$ cat config.mk
export PLATFORM = sky130hd
export DESIGN_NAME = rpp_rmw
export DESIGN_NICKNAME = d
export VERILOG_FILES = /design/src/hw/rtl/rpp_pkg.sv /design/src/hw/rtl/rpp_rmw.sv
export SDC_FILE = /design/constraint.sdc
export NUM_CORES = 1
export LEC_CHECK = 0
export BUFFER_PORTS_ARGS = -buffer_cell sky130_fd_sc_hd__clkbuf_2
export CAP_MARGIN = 0
export CORE_MARGIN = 4
export CORE_UTILIZATION = 50
export DETAILED_ROUTE_END_ITERATION = 8
export PLACE_DENSITY_LB_ADDON = 0.3
export SYNTH_ARGS = -nofsm -noshare
export SYNTH_HDL_FRONTEND = slang
export SYNTH_SLANG_ARGS = --single-unit
$ cat constraint.sdc
create_clock -name clk -period 2.9 [get_ports clk]
set_input_delay 0.29 -clock clk [delete_from_list [all_inputs] [get_ports clk]]
set_output_delay 0.29 -clock clk [all_outputs]
set_load 0.05 [all_outputs]
$ cat src/hw/rtl/rpp_pkg.sv
// Shared types, panel constants and register codes for the rotated pixel plot block.
// No dependencies; every other file in hw/rtl refers to this package by scoped names.
package rpp_pkg;

  // Panel geometry
  localparam int PANEL_WIDTH  = 128;
  localparam int PANEL_HEIGHT = 296;
  localparam int PANEL_MAX    = (PANEL_WIDTH > PANEL_HEIGHT) ? PANEL_WIDTH : PANEL_HEIGHT;
  localparam int STORE_DEPTH  = PANEL_WIDTH * ((PANEL_HEIGHT + 7) / 8);

  // Derived widths
  localparam int COORD_W = $clog2(PANEL_MAX);
  localparam int LIN_W   = $clog2(PANEL_WIDTH * PANEL_HEIGHT);
  localparam int ADDR_W  = $clog2(STORE_DEPTH);

  // Field widths fixed by the interface
  localparam int POS_W      = 16;
  localparam int COLOR_W    = 16;
  localparam int OUT_ADDR_W = 13;
  localparam int BYTE_W     = 8;
  localparam int CFG_IDX_W  = 8;
  localparam int CFG_DATA_W = 8;

  // Colour probe bits: top bit of red, green and blue
  localparam int COLOR_R_BIT = 15;
  localparam int COLOR_G_BIT = 10;
  localparam int COLOR_B_BIT = 4;

  // Configuration register indexes
  localparam logic [CFG_IDX_W-1:0] REG_ROTATION       = CFG_IDX_W'(0);
  localparam logic [CFG_IDX_W-1:0] REG_RED_MAPS_WHITE = CFG_IDX_W'(1);

  // Rotation codes
  typedef enum logic [1:0] {
    ROT_0   = 2'd0,
    ROT_90  = 2'd1,
    ROT_180 = 2'd2,
    ROT_270 = 2'd3
  } rotation_t;

  typedef struct packed {
    logic signed [POS_W-1:0] pos_x;
    logic signed [POS_W-1:0] pos_y;
    logic [COLOR_W-1:0]      rgb_color;
  } pixel_in_t;

  typedef struct packed {
    logic                  plotted;
    logic [OUT_ADDR_W-1:0] byte_address;
    logic [BYTE_W-1:0]     byte_value;
  } pixel_out_t;

  // Mapped pixel after the coordinate stage
  typedef struct packed {
    logic               valid;
    logic               inb;
    logic               white;
    logic [COORD_W-1:0] col;
    logic [COORD_W-1:0] py;
  } map_t;

  // Byte request handed to the read-modify-write stage
  typedef struct packed {
    logic              valid;
    logic              inb;
    logic              white;
    logic [ADDR_W-1:0] addr;
    logic [2:0]        bit_sel;
  } req_t;

endpackage

$ cat src/hw/rtl/rpp_rmw.sv
// Read-modify-write of one framebuffer byte, with forwarding from the last write.
// Also runs the clearing sweep after reset. Depends on rpp_pkg.
module rpp_rmw (
  input  logic                        clk,
  input  logic                        rst,
  input  logic                        advance,
  input  rpp_pkg::req_t               req,
  input  logic [rpp_pkg::BYTE_W-1:0]  rd_data,
  output logic                        clear_done,
  output logic                        wr_en,
  output logic [rpp_pkg::ADDR_W-1:0]  wr_addr,
  output logic [rpp_pkg::BYTE_W-1:0]  wr_data,
  output rpp_pkg::pixel_out_t         result
);

  localparam logic [rpp_pkg::ADDR_W-1:0] LAST_ADDR = rpp_pkg::ADDR_W'(rpp_pkg::STORE_DEPTH - 1);

  logic [rpp_pkg::ADDR_W-1:0] clr_addr;
  logic                       fwd_valid;
  logic [rpp_pkg::ADDR_W-1:0] fwd_addr;
  logic [rpp_pkg::BYTE_W-1:0] fwd_data;
  logic [rpp_pkg::BYTE_W-1:0] old_byte;
  logic [rpp_pkg::BYTE_W-1:0] mask;
  logic [rpp_pkg::BYTE_W-1:0] new_byte;
  logic                       px_write;

  // Clearing sweep, one byte a cycle
  always_ff @(posedge clk) begin
    if (rst) begin
      clr_addr   <= '0;
      clear_done <= 1'b0;
    end else if (!clear_done) begin
      clr_addr <= clr_addr + rpp_pkg::ADDR_W'(1);
      if (clr_addr == LAST_ADDR) begin
        clear_done <= 1'b1;
      end
    end
  end

  // Modify: the most recent write to the same byte wins over the read data
  always_comb begin
    old_byte = (fwd_valid && (fwd_addr == req.addr)) ? fwd_data : rd_data;
    mask     = 8'h80 >> req.bit_sel;
    new_byte = req.white ? (old_byte | mask) : (old_byte & ~mask);
    px_write = advance && req.valid && req.inb;
  end

  // Write port shared between sweep and pixel writes
  always_comb begin
    if (!clear_done) begin
      wr_en   = 1'b1;
      wr_addr = clr_addr;
      wr_data = '0;
    end else begin
      wr_en   = px_write;
      wr_addr = req.addr;
      wr_data = new_byte;
    end
  end

  // Last-write register for forwarding
  always_ff @(posedge clk) begin
    if (rst) begin
      fwd_valid <= 1'b0;
    end else if (px_write) begin
      fwd_valid <= 1'b1;
    end
    if (px_write) begin
      fwd_addr <= req.addr;
      fwd_data <= new_byte;
    end
  end

  // Result fields; a dropped pixel reports zeros
  always_comb begin
    result.plotted      = req.inb;
    result.byte_address = req.inb ? rpp_pkg::OUT_ADDR_W'(req.addr) : '0;
    result.byte_value   = req.inb ? new_byte : '0;
  end

endmodule

==> impl_metrics.json <==
{
  "fin_setup_tns_ns": 0,
  "rows": 24,
  "intPower_uw": 803,
  "fin_nets": 345,
  "clkLatencyLatePin_ns": 0.29,
  "p_clk_share_pct": 30.1,
  "port_buffers": 74,
  "cp.arrival_ns": 2.39,
  "p_sw_share_pct": 29.9,
  "cts_num_sinks": 36,
  "diodes": 0,
  "dieArea_um2": 5760,
  "holdCritPathClass": "in2reg",
  "fmax_mhz": 373,
  "drc": 0,
  "clockBufferDepth": 2,
  "peakVddDrop_uv": 266,
  "synthXorXnorAreaFrac_pct": 7.22,
  "first_iter_violations": 104,
  "period_minus_slack_ns": 2.68,
  "postCtsSetupRepairBufs": 0,
  "yosysTopAreaCell": "edfxtp_1",
  "yosysWarnings": 0,
  "crit_type": "reg2out",
  "r2r-start": "fwd_addr[3]$_DFFE_PP_",
  "synth_top_family_by_area": "simple AND/OR/NAND/NOR gates",
  "met1_length_um": 2620,
  "synth_compound_area_share_pct": 12.2,
  "met3_length_um": 341,
  "crit_path_start": "fwd_addr[3]$_DFFE_PP_",
  "slew_violations": 0,
  "synth_edf_count": 21,
  "fillers": 395,
  "antenna_found_initial": 0,
  "worst_pin_slew_ns": 0.559,
  "vias": 2074,
  "placedCellCount": 359,
  "slew_headroom_pct": 62.7,
  "power_leakage_nw": 1.14,
  "hold_start": "req[4]",
  "grt_start_max_net_pins": 32,
  "overflow": 0,
  "final_cells": 367,
  "dr.pass1.iters": 4,
  "syn2layout_area_growth_pct": 20.0,
  "cp-end-kind": "output pin",
  "initial_core_util_pct": 52.2,
  "worstPathRequired_ns": 2.61,
  "die_h_um": 75.9,
  "core_area_um2": 4410,
  "status": "finished, final reports clean",
  "grt.total_usage_pct": 21.3,
  "finalHoldViolCount": 0,
  "wl_met2_um": 2770,
  "p_switching_uw": 343,
  "async_flop_share_pct": 0,
  "synth-seq-area-share_pct": 40.4,
  "power.density_nw_per_um2": 414,
  "syn_inst": 245,
  "syn_nets": 276,
  "setup_viol": 0,
  "post-place-ws_ns": 0.304,
  "synth.distinct_cells": 41,
  "start_kind": "flip-flop",
  "fin_skew_ns": 0.00780,
  "drive_above_1_share_pct": 34.0,
  "grt_first_pass_wirelength_um": 9260,
  "rsz0062_at_grt": "no",
  "yosysTopAreaCellShare_pct": 27.4,
  "synthAdderAreaFrac_pct": 0.543,
  "cts_tree": "built",
  "cts_max_level": 2,
  "grt_pass1_vias": 1881,
  "power_frac_comb_pct": 19.8,
  "pwr-share-seq_pct": 50.1,
  "numCtsBuffers": 5,
  "die_x_um": 75.9,
  "ys_ff_latch": 36,
  "synth_flop_cell": "edfxtp_1",
  "synthesis.area_um2": 2300,
  "synth_area_leaders": "edfxtp_1 27%, dfxtp_1 13%, mux2_2 9.3%",
  "finalCritPeriodShare_pct": 92.5,
  "antenna_left": 0,
  "gp_congestion": 0.826,
  "cp_max_fo": 9,
  "dr.max_layer_used": "met4",
  "vias_per_cell": 5.65,
  "io_pins": 75,
  "postSynthAreaPerCell_um2": 9.41,
  "yosys.area_share.simple_pct": 25.4,
  "max_cap_violations": 0,
  "holdWs_ns": 0.228,
  "routed_wl_um": 5830,
  "synthMuxAreaShare_pct": 9.72,
  "final.setup.worst_slack_ns": 0.217,
  "cts_root_buf": "clkbuf_8",
  "cts.clk_slew.worst_paths_ns": 0.07,
  "wl_per_cell_um": 15.9,
  "detailed_place_hpwl_um": 4310
}
cells in the mapped netlist (2+ instances only):
master,count
xnor2_1,8
o21ai_0,2
or3b_2,2
mux2_2,19
a21oi_1,3
buf_6,2
clkbuf_1,9
o211ai_1,16
nor2b_1,12
inv_1,5
or3_1,3
nor3b_1,8
buf_1,2
nand3b_1,3
nand3_1,9
edfxtp_1,21
nand2_1,22
nand4_1,2
and3_1,3
dfxtp_1,15
nor4_1,2
xor2_1,11
o22ai_1,17
nor2_1,20
and2_1,13
layer usage:
layer	up-vias	global-route usage, %
met5	-	0
met2	67	34.5
met1	967	28.5
met4	0	6.60
li1	1031	-
met3	9	4.49
power groups by stage:
| stage | Combinational (mW) | Sequential, mW | Clock [mW] |
|---|---|---|---|
| after floorplan | 0.158 | 0.582 | 0 |
| after global placement | 0.222 | 0.585 | 0 |
| after detailed placement | 0.225 | 0.585 | 0 |
| after CTS | 0.225 | 0.574 | 0.358 |
| after global routing | 0.243 | 0.576 | 0.379 |
| final | 0.226 | 0.574 | 0.345 |
cell usage in the layout (no fill, tap or decap), types with 5 or more instances in the layout:
| cell | instances |
|---|---|
| nor3b_1 | 8 |
| edfxtp_1 | 21 |
| o211ai_1 | 16 |
| o22ai_1 | 17 |
| clkbuf_8 | 5 |
| clkbuf_2 | 71 |
| dfxtp_1 | 15 |
| nor2b_1 | 12 |
| inv_1 | 5 |
| nor2_1 | 20 |
| xnor2_1 | 8 |
| nand2_1 | 22 |
| mux2_2 | 19 |
| and2_1 | 13 |
| xor2_1 | 11 |
| nand3_1 | 9 |
worst paths after layout:
check / to / slack [ns] / depth (start not counted)
worst min-delay path: fwd_addr[1]$_DFFE_PP_ / 0.23 / 1
worst min register to register: fwd_valid$_SDFFE_PP0P_ / 0.45 / 2
worst max-delay path: result[3] / 0.22 / 6
worst max register to register: flip-flop / 0.86 / 5
worst max-delay path, stage by stage (launching register included):
cell and delay, ns:
edfxtp_1 0.39, xnor2_1 0.15, nand2_1 0.07, or4_4 0.59, nor3b_1 0.47, o22ai_1 0.18, clkbuf_4 0.25
per-stage QoR:
step           power, mW  util (%)  instance area, µm²
3_5_place_dp       0.810      60.6                2680
4_1_cts             1.16      62.5                2760
6_report            1.15      62.6                2770
3_3_place_gp       0.807      60.6                2680
2_1_floorplan      0.741         -                2300
5_1_grt             1.20      62.6                2770
repair_timing:
action | 4_1_cts | 5_1_grt
resized for setup | 0 | 7
hold buffers | 0 | 0
endpoints found under the setup margin | 0 | 16
kinds of logic (layout without fill, tap and decap cells):
logic type	after synthesis	after routing
flops	36	36
xor+xnor	19	19
compound gates	42	42
simple gates	107	107
mux	20	20
fa+ha+maj	1	1
buf+inv	20	90
layout make-up:
class | count | area [µm²] | area share, %
Multi-Input combinational cell | 189 | 1270 | 46.0
Timing Repair Buffer | 77 | 398 | 14.4
Clock buffer | 7 | 76.3 | 2.76
Sequential cell | 36 | 931 | 33.7
Clock inverter | 1 | 5.00 | 0.181
Inverter | 5 | 18.8 | 0.679
Tap cell | 52 | 65.1 | 2.35
Power figures use the tool's default switching activity.
