## src/hw/rtl/rpp_pkg.sv

```systemverilog
// Shared types, panel constants and register codes for the rotated pixel plot block.
// No dependencies; every other file in hw/rtl refers to this package by scoped names.
package rpp_pkg;

  // Panel geometry
  localparam int PANEL_WIDTH  = 128;
  localparam int PANEL_HEIGHT = 296;
  localparam int PANEL_MAX    = (PANEL_WIDTH > PANEL_HEIGHT) ? PANEL_WIDTH : PANEL_HEIGHT;
  localparam int STORE_DEPTH  = PANEL_WIDTH * ((PANEL_HEIGHT + 7) / 8);

  // Derived widths
  localparam int COORD_W = $clog2(PANEL_MAX);
  localparam int LIN_W   = $clog2(PANEL_WIDTH * PANEL_HEIGHT);
  localparam int ADDR_W  = $clog2(STORE_DEPTH);

  // Field widths fixed by the interface
  localparam int POS_W      = 16;
  localparam int COLOR_W    = 16;
  localparam int OUT_ADDR_W = 13;
  localparam int BYTE_W     = 8;
  localparam int CFG_IDX_W  = 8;
  localparam int CFG_DATA_W = 8;

  // Colour probe bits: top bit of red, green and blue
  localparam int COLOR_R_BIT = 15;
  localparam int COLOR_G_BIT = 10;
  localparam int COLOR_B_BIT = 4;

  // Configuration register indexes
  localparam logic [CFG_IDX_W-1:0] REG_ROTATION       = CFG_IDX_W'(0);
  localparam logic [CFG_IDX_W-1:0] REG_RED_MAPS_WHITE = CFG_IDX_W'(1);

  // Rotation codes
  typedef enum logic [1:0] {
    ROT_0   = 2'd0,
    ROT_90  = 2'd1,
    ROT_180 = 2'd2,
    ROT_270 = 2'd3
  } rotation_t;

  typedef struct packed {
    logic signed [POS_W-1:0] pos_x;
    logic signed [POS_W-1:0] pos_y;
    logic [COLOR_W-1:0]      rgb_color;
  } pixel_in_t;

  typedef struct packed {
    logic                  plotted;
    logic [OUT_ADDR_W-1:0] byte_address;
    logic [BYTE_W-1:0]     byte_value;
  } pixel_out_t;

  // Mapped pixel after the coordinate stage
  typedef struct packed {
    logic               valid;
    logic               inb;
    logic               white;
    logic [COORD_W-1:0] col;
    logic [COORD_W-1:0] py;
  } map_t;

  // Byte request handed to the read-modify-write stage
  typedef struct packed {
    logic              valid;
    logic              inb;
    logic              white;
    logic [ADDR_W-1:0] addr;
    logic [2:0]        bit_sel;
  } req_t;

endpackage

```

## src/hw/rtl/rpp_addr_gen.sv

```systemverilog
// Front end: bounds check, colour class, rotation mapping and byte address generation.
// Two register stages; depends on rpp_pkg.
module rpp_addr_gen (
  input  logic                clk,
  input  logic                rst,
  input  logic                advance,
  input  logic                take,
  input  rpp_pkg::pixel_in_t  pix,
  input  rpp_pkg::rotation_t  rotation,
  input  logic                red_maps_white,
  output rpp_pkg::req_t       req
);

  localparam logic [rpp_pkg::COORD_W-1:0] W_M1 = rpp_pkg::COORD_W'(rpp_pkg::PANEL_WIDTH - 1);
  localparam logic [rpp_pkg::COORD_W-1:0] H_M1 = rpp_pkg::COORD_W'(rpp_pkg::PANEL_HEIGHT - 1);

  rpp_pkg::map_t map_q;
  rpp_pkg::map_t map_next;
  logic [rpp_pkg::POS_W-2:0]   lim_x;
  logic [rpp_pkg::POS_W-2:0]   lim_y;
  logic                        x_ok;
  logic                        y_ok;
  logic [2:0]                  probe;
  logic [rpp_pkg::COORD_W-1:0] xs;
  logic [rpp_pkg::COORD_W-1:0] ys;
  logic [rpp_pkg::LIN_W-1:0]   lin;

  // Bounds against the rotated size; negatives fail on the sign bit
  always_comb begin
    lim_x = rotation[0] ? (rpp_pkg::POS_W-1)'(rpp_pkg::PANEL_HEIGHT)
                        : (rpp_pkg::POS_W-1)'(rpp_pkg::PANEL_WIDTH);
    lim_y = rotation[0] ? (rpp_pkg::POS_W-1)'(rpp_pkg::PANEL_WIDTH)
                        : (rpp_pkg::POS_W-1)'(rpp_pkg::PANEL_HEIGHT);
    x_ok  = !pix.pos_x[rpp_pkg::POS_W-1] && (pix.pos_x[rpp_pkg::POS_W-2:0] < lim_x);
    y_ok  = !pix.pos_y[rpp_pkg::POS_W-1] && (pix.pos_y[rpp_pkg::POS_W-2:0] < lim_y);
  end

  // Colour class and coordinate mapping; col is W-1-px
  always_comb begin
    probe = {pix.rgb_color[rpp_pkg::COLOR_R_BIT], pix.rgb_color[rpp_pkg::COLOR_G_BIT],
             pix.rgb_color[rpp_pkg::COLOR_B_BIT]};
    xs    = pix.pos_x[rpp_pkg::COORD_W-1:0];
    ys    = pix.pos_y[rpp_pkg::COORD_W-1:0];
    map_next.valid = take;
    map_next.inb   = x_ok && y_ok;
    if (probe == 3'b000) begin
      map_next.white = 1'b0;
    end else if (probe == 3'b111) begin
      map_next.white = 1'b1;
    end else begin
      map_next.white = red_maps_white;
    end
    case (rotation)
      rpp_pkg::ROT_0: begin
        map_next.col = W_M1 - xs;
        map_next.py  = H_M1 - ys;
      end
      rpp_pkg::ROT_90: begin
        map_next.col = W_M1 - ys;
        map_next.py  = xs;
      end
      rpp_pkg::ROT_180: begin
        map_next.col = xs;
        map_next.py  = ys;
      end
      rpp_pkg::ROT_270: begin
        map_next.col = ys;
        map_next.py  = H_M1 - xs;
      end
      default: begin
        map_next.col = xs;
        map_next.py  = ys;
      end
    endcase
  end

  // Linear bit index: col * H + py
  assign lin = rpp_pkg::LIN_W'(map_q.col) * rpp_pkg::LIN_W'(rpp_pkg::PANEL_HEIGHT)
             + rpp_pkg::LIN_W'(map_q.py);

  // Stage registers
  always_ff @(posedge clk) begin
    if (rst) begin
      map_q.valid <= 1'b0;
      req.valid   <= 1'b0;
    end else if (advance) begin
      map_q.valid <= map_next.valid;
      req.valid   <= map_q.valid;
    end
    if (advance) begin
      map_q.inb   <= map_next.inb;
      map_q.white <= map_next.white;
      map_q.col   <= map_next.col;
      map_q.py    <= map_next.py;
      req.inb     <= map_q.inb;
      req.white   <= map_q.white;
      req.addr    <= rpp_pkg::ADDR_W'(lin >> 3);
      req.bit_sel <= map_q.py[2:0];
    end
  end

endmodule

```

## config.mk

```make
export PLATFORM = sky130hd
export DESIGN_NAME = rpp_addr_gen
export DESIGN_NICKNAME = d
export VERILOG_FILES = /design/src/hw/rtl/rpp_pkg.sv /design/src/hw/rtl/rpp_addr_gen.sv
export SDC_FILE = /design/constraint.sdc
export NUM_CORES = 1
export LEC_CHECK = 0
export ABC_AREA = 1
export BUFFER_PORTS_ARGS = -buffer_cell sky130_fd_sc_hd__buf_2
export CAP_MARGIN = 0
export CELL_PAD_IN_SITES_DETAIL_PLACEMENT = 2
export CELL_PAD_IN_SITES_GLOBAL_PLACEMENT = 2
export CORE_UTILIZATION = 32
export DETAILED_ROUTE_END_ITERATION = 8
export GPL_ROUTABILITY_DRIVEN = 1
export PLACE_DENSITY_LB_ADDON = 0.1
export SLEW_MARGIN = 20
export SYNTH_ARGS = -nofsm -noshare
export SYNTH_HDL_FRONTEND = slang
export SYNTH_SLANG_ARGS = --single-unit
```

## constraint.sdc

```tcl
create_clock -name clk -period 4.1 [get_ports clk]
set_input_delay 1.025 -clock clk [delete_from_list [all_inputs] [get_ports clk]]
set_output_delay 1.025 -clock clk [all_outputs]
set_load 0.03 [all_outputs]
```

==> reports/metrics.yaml <==
slew_headroom_pct: 39.6
drt_iter0_markers: 38
yosysWarnings: 0
fin_crit_sh_pct: 81.2
cts_htree_levels: 2
syn_nets: 469
peakVddDrop_mv: 0.175
synth.distinct_cells: 39
crit_arrival_ns: 3.39
clock-sinks: 40
tightest_slew_ns: 0.906
hold_class: "reg -> reg"
drtAntennaViolNets: 0
worst_skew_pair.late_latency_ns: 0.30
post_synth.cell_area_avg_sq_um: 8.66
n_antenna_cell: 0
drv_cap: 0
cts_tree: "built"
synthArstFlopShare_pct: 0
start_util_pct: 32.8
holdWs_ns: 0.424
final_net_count: 532
yosysSeqAreaShare_pct: 37.0
port_buffers: 60
ys_ff_latch: 40
placed_cell_area_sq_um: 3640
clockBufferDepth: 2
die_width_microns: 102
fmax_ghz: 0.300
cts_setup_buffers: 0
worstPathMaxFanout: 5
cpMaxStageDelayCell: "fa_1"
num_io_pins: 74
path_cells: "ha_1, ha_1, ha_1, fa_1, ha_1, nand2_1, inv_1, nand4_1, nand3_1, nand3_2, nor2_2, nand2_1, nand2_1, nand2_1"
setup_viol: 0
syn_to_final_growth_pct: 16.5
slowest_delay_ns: 0.49
floorplan.rows: 36
place.gp.congestion: 0.750
die_y_microns: 102
die-area_sq_um: 10400
tns_ns: 0
cp.buffers_inverters: 1
firstDrtPassIters: 4
ys.flop_type: "edfxtp_1"
yosys.area.top_type: "edfxtp_1"
clock-root-buffer: "clkbuf_8"
ctsHoldBuffers: 0
finalWirelength_microns: 7920
critPathLaunchType: "register"
antenna_found_initial: 0
worstSetupPathType: "reg -> reg"
status: "completed"
syn_inst: 369
worstPathRequired_ns: 4.16
grt_pass1_vias: 2852
power_density_nw_per_um2: 521
cts_buffers: 5
drive_above_1_share_pct: 18.9
core_sq_um: 9730
vias_per_cell: 4.90
synth_top_area_share_pct: 35.7
stdcell_area_sq_um: 3720
end_kind: "register"
via_count: 2776
drc: 0
hold_viol: 0
cts_resized: 0
slew_violations: 0
synth_edf_count: 38
place_worst_setup_slack_ns: 0.742
crit_family: "adder cells"
syn-cell-area_sq_um: 3190
grt_pass1_wl_microns: 13200
cts.clk_slew.worst_paths_ns: 0.08
setup_slack_ns: 0.771
grt_max_degree: 42
p_total_mw: 1.94
synth_area_leaders: "edfxtp_1, ha_1, nand2_1"
fin_skew_ns: 0.00620
hpwl_microns: 6720
wl_per_cell_microns: 14.0
post-route-min-period_ns: 3.33
grt_usage_pct: 16.3
rsz0062_at_grt: "no"
total_leakage_power_nw: 1.85
overflow: 0
## kinds of logic after synthesis
| group | count (synthesis) | synth area share [%] |
|---|---|---|
| flip-flops | 40 | 37.0 |
| XOR/XNOR | 17 | 4.90 |
| buffers and inverters | 79 | 9.56 |
| adder cells (fa/ha/maj) | 45 | 19.0 |
| AO/OA/AOI/OAI | 56 | 11.2 |
| AND/OR/NAND/NOR | 132 | 18.3 |
## Yosys cell counts, types with 2 or more instances
| library cell | count |
|---|---|
| a211oi_1 | 2 |
| o21ai_1 | 8 |
| a22oi_1 | 3 |
| nand2_2 | 3 |
| fa_1 | 6 |
| o221ai_1 | 5 |
| a31oi_1 | 2 |
| nand3_1 | 16 |
| a21oi_1 | 11 |
| nor4_1 | 2 |
| nor2_1 | 11 |
| xnor2_1 | 6 |
| buf_4 | 2 |
| inv_1 | 71 |
| o22ai_1 | 8 |
| nand3_2 | 2 |
| nand4_1 | 7 |
| nand3b_1 | 4 |
| nor2_2 | 2 |
| inv_2 | 4 |
| a221oi_1 | 4 |
| ha_1 | 39 |
| o21bai_1 | 2 |
| xor2_1 | 10 |
| dfxtp_1 | 2 |
| edfxtp_1 | 38 |
| o21ai_0 | 6 |
| nand2_1 | 82 |
## flip-flops by register name, summed over array words and instances, names as in the netlist
register,cells
map_q,21
req,19
## layout make-up
class,count,area [sq um]
fill,1164,6010
multi-input combinational,250,1710
sequential,40,1180
timing repair buffer,60,300
inverter,75,282
tap,133,166
clock buffer,6,72.6
clock inverter,2,12.5
## metal layers
metal / vias to the layer above / track usage, % / routed length, microns
li1: 1369 / - / -
met1: 1347 / 18.5 / 3340
met2: 50 / 31.5 / 4270
met3: 10 / 2.39 / 209
met4: 0 / 4.62 / 106
met5: - / 0 / 0
## layout by cell type (no fill, tap or decap), types with 5 or more instances in the layout
cell type	count
edfxtp_1	38
a21oi_1	11
ha_1	39
nor2_1	11
nand3_1	16
buf_2	60
nand4_1	7
o22ai_1	8
fa_1	6
o221ai_1	5
clkbuf_8	5
o21ai_1	8
xnor2_1	6
o21ai_0	6
nand2_1	82
xor2_1	10
inv_1	71
## power by group
group	total (mW)	internal (mW)	leakage (nW)	switching [mW]
Clock	0.266	0.119	0.0412	0.147
Sequential	0.604	0.575	0.387	0.0288
Combinational	1.07	0.376	1.42	0.694
## per-stage QoR
step           instances  util [%]
2_1_floorplan        369         -
3_3_place_gp         558      37.4
3_5_place_dp         558      37.4
4_1_cts              566      38.3
5_1_grt              566      38.3
6_report             566      38.3
## worst paths after layout
kind,cells after the start,from,slack [ns],end
worst max register to register,14,map_q[12],0.77,req[15]
worst min-delay path,0,map_q[18],0.42,req[16]
worst max-delay path,14,map_q[12],0.77,req[15]
worst min register to register,0,map_q[18],0.42,req[16]
Power figures use the tool's default switching activity.
